<file path="src/hdl/gbpc_pkg.sv">
package gbpc_pkg;

    localparam int MAX_ROWS_DEF = 64;
    localparam int MAX_COLS_DEF = 64;
    localparam int CNTW         = 7;
    localparam int SPW          = 31;
    localparam int DIV_STEPS    = 49;
    localparam int QW           = 50;

    typedef enum logic [2:0] {
        REG_TABLE_ENABLE  = 3'd0,
        REG_GRID_OFFSET_X = 3'd1,
        REG_GRID_OFFSET_Y = 3'd2,
        REG_GRID_SPACE_X  = 3'd3,
        REG_GRID_SPACE_Y  = 3'd4,
        REG_ROWS_IN_USE   = 3'd5,
        REG_COLS_IN_USE   = 3'd6
    } t_reg_idx;

    typedef enum logic [1:0] {
        ST_CORRECTED = 2'd0,
        ST_PASSED    = 2'd1,
        ST_STORED    = 2'd2,
        ST_REJECTED  = 2'd3
    } t_status;

    typedef enum logic {
        OP_CORRECT = 1'b0,
        OP_LOAD    = 1'b1
    } t_op;

    typedef struct packed {
        logic               op;
        logic signed [31:0] pos_x;
        logic signed [31:0] pos_y;
        logic signed [31:0] pos_z;
        logic        [5:0]  entry_row;
        logic        [5:0]  entry_col;
        logic signed [31:0] entry_x;
        logic signed [31:0] entry_y;
        logic signed [31:0] entry_z;
    } t_in_item;

    typedef struct packed {
        logic signed [31:0] out_x;
        logic signed [31:0] out_y;
        logic signed [31:0] out_z;
        logic        [1:0]  status;
    } t_out_item;

    typedef struct packed {
        logic                  table_enable;
        logic signed [31:0]    grid_offset_x;
        logic signed [31:0]    grid_offset_y;
        logic        [SPW-1:0] grid_spacing_x;
        logic        [SPW-1:0] grid_spacing_y;
        logic        [CNTW-1:0] rows_in_use;
        logic        [CNTW-1:0] cols_in_use;
    } t_cfg;

    typedef struct packed {
        logic       in_ready;
        logic       capture;
        logic       start_div;
        logic       loc_en;
        logic       rd_issue;
        logic [1:0] rd_idx;
        logic       rd_cap;
        logic [1:0] cap_idx;
        logic       mul_en;
        logic       add_en;
        logic [1:0] ph;
        logic       zadd_en;
        logic       out_load;
    } t_cmd;

    typedef struct packed {
        logic in_valid;
        logic short_path;
        logic div_busy;
        logic out_free;
    } t_sts;

    function automatic logic signed [31:0] sat32(input logic signed [63:0] v);
        logic signed [31:0] r;
        if (v > 64'sd2147483647) begin
            r = 32'sh7fffffff;
        end else if (v < -64'sd2147483648) begin
            r = 32'sh80000000;
        end else begin
            r = v[31:0];
        end
        return r;
    endfunction

endpackage

</file>
<file path="src/hdl/gbpc_ctrl.sv">
module gbpc_ctrl import gbpc_pkg::*; (
    input  logic i_clk,
    input  logic i_rst_n,
    input  t_sts i_sts,
    output t_cmd o_cmd
);

    typedef enum logic [7:0] {
        S_IDLE = 8'b00000001,
        S_DIV  = 8'b00000010,
        S_LOC  = 8'b00000100,
        S_RD   = 8'b00001000,
        S_MUL  = 8'b00010000,
        S_ADD  = 8'b00100000,
        S_ZADD = 8'b01000000,
        S_DONE = 8'b10000000
    } t_state;

    t_state     r_state, n_state;
    logic [2:0] r_cnt, n_cnt;
    logic [1:0] r_ph, n_ph;
    logic [1:0] r_ax, n_ax;

    always_comb begin
        n_state = r_state;
        n_cnt   = r_cnt;
        n_ph    = r_ph;
        n_ax    = r_ax;
        o_cmd   = '0;
        o_cmd.ph = r_ph;
        unique case (r_state)
            S_IDLE: begin
                o_cmd.in_ready = 1'b1;
                if (i_sts.in_valid) begin
                    o_cmd.capture   = 1'b1;
                    o_cmd.start_div = !i_sts.short_path;
                    n_state = i_sts.short_path ? S_DONE : S_DIV;
                end
            end
            S_DIV: begin
                if (!i_sts.div_busy) begin
                    n_state = S_LOC;
                end
            end
            S_LOC: begin
                o_cmd.loc_en = 1'b1;
                n_cnt   = '0;
                n_state = S_RD;
            end
            S_RD: begin
                o_cmd.rd_issue = !r_cnt[2];
                o_cmd.rd_idx   = r_cnt[1:0];
                o_cmd.rd_cap   = (r_cnt != 3'd0);
                o_cmd.cap_idx  = r_cnt[1:0] - 2'd1;
                n_cnt = r_cnt + 3'd1;
                if (r_cnt[2]) begin
                    n_ph    = '0;
                    n_ax    = '0;
                    n_state = S_MUL;
                end
            end
            S_MUL: begin
                o_cmd.mul_en = 1'b1;
                n_state = S_ADD;
            end
            S_ADD: begin
                o_cmd.add_en = 1'b1;
                if (r_ph == 2'd2) begin
                    n_ph = '0;
                    if (r_ax == 2'd2) begin
                        n_state = S_ZADD;
                    end else begin
                        n_ax    = r_ax + 2'd1;
                        n_state = S_MUL;
                    end
                end else begin
                    n_ph    = r_ph + 2'd1;
                    n_state = S_MUL;
                end
            end
            S_ZADD: begin
                o_cmd.zadd_en = 1'b1;
                n_state = S_DONE;
            end
            S_DONE: begin
                if (i_sts.out_free) begin
                    o_cmd.out_load = 1'b1;
                    n_state = S_IDLE;
                end
            end
            default: begin
                n_state = S_IDLE;
            end
        endcase
    end

    always_ff @(posedge i_clk) begin
        if (!i_rst_n) begin
            r_state <= S_IDLE;
            r_cnt   <= '0;
            r_ph    <= '0;
            r_ax    <= '0;
        end else begin
            r_state <= n_state;
            r_cnt   <= n_cnt;
            r_ph    <= n_ph;
            r_ax    <= n_ax;
        end
    end

    a_div_follows: assert property (@(posedge i_clk) disable iff (!i_rst_n)
        (r_state == S_IDLE && i_sts.in_valid && !i_sts.short_path) |=> i_sts.div_busy)
        else $error("correct item accepted without division");

endmodule

</file>
<file path="config.mk">
export PLATFORM = sky130hd
export DESIGN_NAME = gbpc_ctrl
export DESIGN_NICKNAME = d
export VERILOG_FILES = /design/src/hdl/gbpc_pkg.sv /design/src/hdl/gbpc_ctrl.sv
export SDC_FILE = /design/constraint.sdc
export NUM_CORES = 1
export LEC_CHECK = 0
export ABC_AREA = 1
export BUFFER_PORTS_ARGS = -buffer_cell sky130_fd_sc_hd__buf_2
export CAP_MARGIN = 20
export CORE_ASPECT_RATIO = 1.5
export CORE_UTILIZATION = 40
export DETAILED_ROUTE_END_ITERATION = 10
export RECOVER_POWER = 50
export SLEW_MARGIN = 40
export SYNTH_ARGS = -nofsm -noshare
export SYNTH_HDL_FRONTEND = slang
export SYNTH_SLANG_ARGS = --single-unit
</file>
<file path="constraint.sdc">
create_clock -name i_clk -period 1.4 [get_ports i_clk]
set_input_delay 0.21 -clock i_clk [delete_from_list [all_inputs] [get_ports i_clk]]
set_output_delay 0.21 -clock i_clk [all_outputs]
set_load 0.005 [all_outputs]
</file>
-- After elaboration in Yosys (flattened, before gate mapping)
Cells that the tools add are included.
- bits in registers: 15
- latch bits: 0
- memory bits (writable): 0
- bits in read-only memories: 0
- input port bits: 6
- word-level logic and storage cells: 56
- memories kept: 0
- add/sub/neg operators: 4
- multiply operators: 0
- div/mod/pow operators: 0
- order comparisons: 0
- equality and inequality tests: 16
- shift operators: 0
- multiplexer cells: 24
- bitwise gates (word level): 0
- reductions and logical operators: 8
- operators by type and width (kind ; number):
    $pmux 8 s8 ; 1
    $mux 8 ; 6
    $ne 2x2->1 const B ; 6
    $mux 2 ; 5
    $eq 8x1->1 const B ; 1
    $eq 8x2->1 const B ; 1
    $eq 8x3->1 const B ; 1
    $eq 8x4->1 const B ; 1
    $eq 8x5->1 const B ; 1
    $eq 8x6->1 const B ; 1
    $eq 8x7->1 const B ; 1
    $eq 8x8->1 const B ; 1
    $pmux 2 s2 ; 2
    $reduce_and 4->1 ; 2
    $mux 7 ; 1
    $mux 1 ; 6
    $mux 6 ; 1
    $pmux 3 s2 ; 1
    $add 2x1->2 const B ; 2
    $eq 2x2->1 const B ; 2
    $reduce_bool 2->1 ; 2
    $add 3x1->3 const B ; 1
    $mux 3 ; 1
    $reduce_bool 3->1 ; 1
    3 further kinds ; 4

-- Longest topological paths before layout
- depth after elaboration: 4
- depth in mapped cells: 9

-- Worst setup path before layout
OpenSTA, ideal clock, no wires.
- kind: register to output
- from: reg r_state[4]
- to: out o_cmd[6] (netlist bit)
- arrival: 1.013 ns
- required time: 1.190 ns
- setup slack: 0.177 ns
- cell stages (with the launch flop): 7
- cells stage by stage: dfxtp_1 nor2_2 nand2_4 nor2_4 inv_2 nor2_4 buf_4
- RTL lines (what ; line ; text):
    start, declared ; gbpc_ctrl.sv:19 ; t_state r_state, n_state;
    start signal, assigned ; gbpc_ctrl.sv:104 ; r_state <= n_state;
    end, declared ; gbpc_ctrl.sv:5 ; output t_cmd o_cmd

==> qor.yml <==
run_status:
  violations: "setup timing"
  status: "finished, violations left"
final_layout:
  syn2layout_area_growth_pct: 53.1
  drive_above_1_share_pct: 55.3
  num_antenna_cells: 0
  num-nets-final: 200
  final_cell_mix: "inv_1 (20), buf_2 (20), nor2_1 (19), nand2_1 (15), buf_4 (15)"
grt:
  grt_usage_pct: 20.3
  grt_pass1_wl_um: 4260
  antenna_found_initial: 0
  grt_max_degree: 10
  grt.overflow.total: 0
  grt_pass1_vias: 988
drt:
  wl_per_cell_um: 12.2
  drtIter0Drc: 14
  viasPerCell: 5.04
  drtPass1Iterations: 4
  drtAntennaViolNets: 0
  drt_wl_total_um: 2600
  vias: 1073
  drc_errors: 0
timing:
  rsz0062_at_grt: "true"
  fmax_mhz: 647
  worst_pin_slew_ns: 0.312
  setup_violations: 19
  skew_ns: 0.0131
  fin_crit_ns: 1.55
  finalCritPeriodShare_pct: 110
  finalHoldViolCount: 0
  maxSlewHeadroom_pct: 79.2
  slew_viol_final: 0
  worst_slack_ns: -0.146
clock_tree:
  cts_inserted_buffers: 3
  htreeDepth: 1
  clkSinkCount: 15
  root_buffer: "clkbuf_4"
  worstSkewPairLatency_ns: 0.29
  clk_path_buf_depth: 2
  clk_pin_slew_ns: 0.10
  cts_tree: "done"
power_and_ir_drop:
  fin_total_pwr_uw: 1990
  power.internal_uw: 1170
  pwr-share-clk_pct: 12.7
  power.switching_uw: 828
  power_frac_seq_pct: 27.1
  pwr-share-comb_pct: 60.2
  power_leakage_uw: 0.000735
  switching_share_pct: 41.5
  pwr_density_cell_mw_per_mm2: 1300
  vdd_drop_max_mv: 0.632
die:
  pin_count: 22
  die-height_um: 63.3
  core_mm2: 0.00231
  start_util_pct: 43.4
  die_w_um: 42.9
  fp-row-count: 21
  die_area_mm2: 0.00272
yosys:
  syn_nets: 157
  synthesis.instances: 148
  synth_seq_area_share_pct: 29.9
  syn-cell-area_mm2: 0.00100
  syn_area_per_cell_um2: 6.78
  yosys_warnings: 0
  ys_seq_elements: 15
  yosysUniqueCellTypes: 26
worst_setup_path:
  path_max_fanout: 4
  required_ns: 1.19
  start_kind: "flop"
  cp.arrival_ns: 1.34
  crit_type: "flop to primary output"
  endpoint_kind: "primary output"
placement:
  dp_hpwl_um: 1680
  port_buffers: 21
  gp_congestion: 0.774
  dp_slack_ns: 0.0245
run:
  max-cap-violations: 0
min_path:
  hp-class: "primary input to flop"
==> Yosys cell counts (all sizes together) <==
cell type | number | area (µm²)
a21oi | 9 | 48.8
buf | 2 | 15.0
clkbuf | 1 | 3.75
clkinv | 1 | 3.75
dfxtp | 15 | 300
ha | 3 | 37.5
inv | 28 | 110
nand2 | 27 | 121
nand3 | 19 | 115
nand4 | 1 | 6.26
nor2 | 34 | 191
nor3 | 2 | 15.0
nor4 | 1 | 6.26
o21ai | 5 | 28.8
==> state kept, by name, indices dropped and copies added (netlist names) <==
name     count
r_state      8
r_cnt        3
r_ax         2
r_ph         2
==> stage by stage <==
step           utilization, %  std cells  hold slack (ns)  setup TNS, ns  area (µm²)
6_report                 66.5        213            0.220          -1.43        1540
5_1_grt                  66.5        213            0.206          -3.11        1540
4_1_cts                  59.9        210            0.217          -1.32        1390
3_5_place_dp             49.0        191            0.458              0        1130
3_3_place_gp             49.0        191            0.456              0        1130
2_1_floorplan               -        148            0.443              0        1000
==> power by group through the flow <==
stage | logic, µW | clock network, µW | registers (µW)
2_1_floorplan | 466 | 0 | 525
3_3_place_gp | 610 | 0 | 528
3_5_place_dp | 610 | 0 | 534
4_1_cts | 964 | 261 | 537
5_1_grt | 1300 | 281 | 553
6_report | 1200 | 253 | 541
==> layer usage <==
layer | global-route usage [%] | share of wire (%) | wire length, µm
met3 | 2.58 | 3.0 | 77
met4 | 9.77 | 2.1 | 55
met5 | 0 | 0 | 0
met2 | 36.4 | 57 | 1480
met1 | 22.7 | 38 | 995
==> final timing paths <==
| path | from | depth (start not counted) | slack (ns) | to |
|---|---|---|---|---|
| hold / removal | i_rst_n | 2 | 0.22 | r_state[0]$_SDFFE_PN1P_ |
| setup / recovery | r_state[1]$_SDFFE_PN0P_ | 8 | -0.15 | o_cmd[13] |
| setup reg to reg | r_state[1]$_SDFFE_PN0P_ | 11 | -0.06 | r_ax[1]$_SDFFE_PN0P_ |
| hold reg to reg | r_ax[1]$_SDFFE_PN0P_ | 2 | 0.48 | r_ax[1]$_SDFFE_PN0P_ |
==> worst max-delay path, stage by stage (launching register included) <==
cell     delay, ns
dfxtp_4       0.38
inv_1         0.09
nand2_2       0.07
nor2_4        0.14
nand2_4       0.08
inv_4         0.06
nand2_4       0.05
nor2_1        0.07
buf_2         0.11
==> cell type report <==
class,instances,area (µm²)
Multi-Input combinational cell,101,736
Timing Repair Buffer,41,293
Clock buffer,3,22.5
Fill cell,220,776
Clock inverter,1,5.00
Tap cell,23,28.8
Sequential cell,15,323
Inverter,29,129
==> timing repair <==
item                                    CTS  global route
resized for setup                        35            31
pin swaps                                13            17
hold buffers                              0             0
setup buffers                            15             4
endpoints found under the setup margin   14            23
==> cell families after synthesis <==
| kind of cell | Yosys count | synth area share [%] |
|---|---|---|
| buf+inv | 32 | 13.2 |
| compound gates | 14 | 7.73 |
| fa+ha+maj | 3 | 3.74 |
| flops | 15 | 29.9 |
| simple gates | 84 | 45.4 |
No activity file was read; power rests on OpenSTA's default activity.
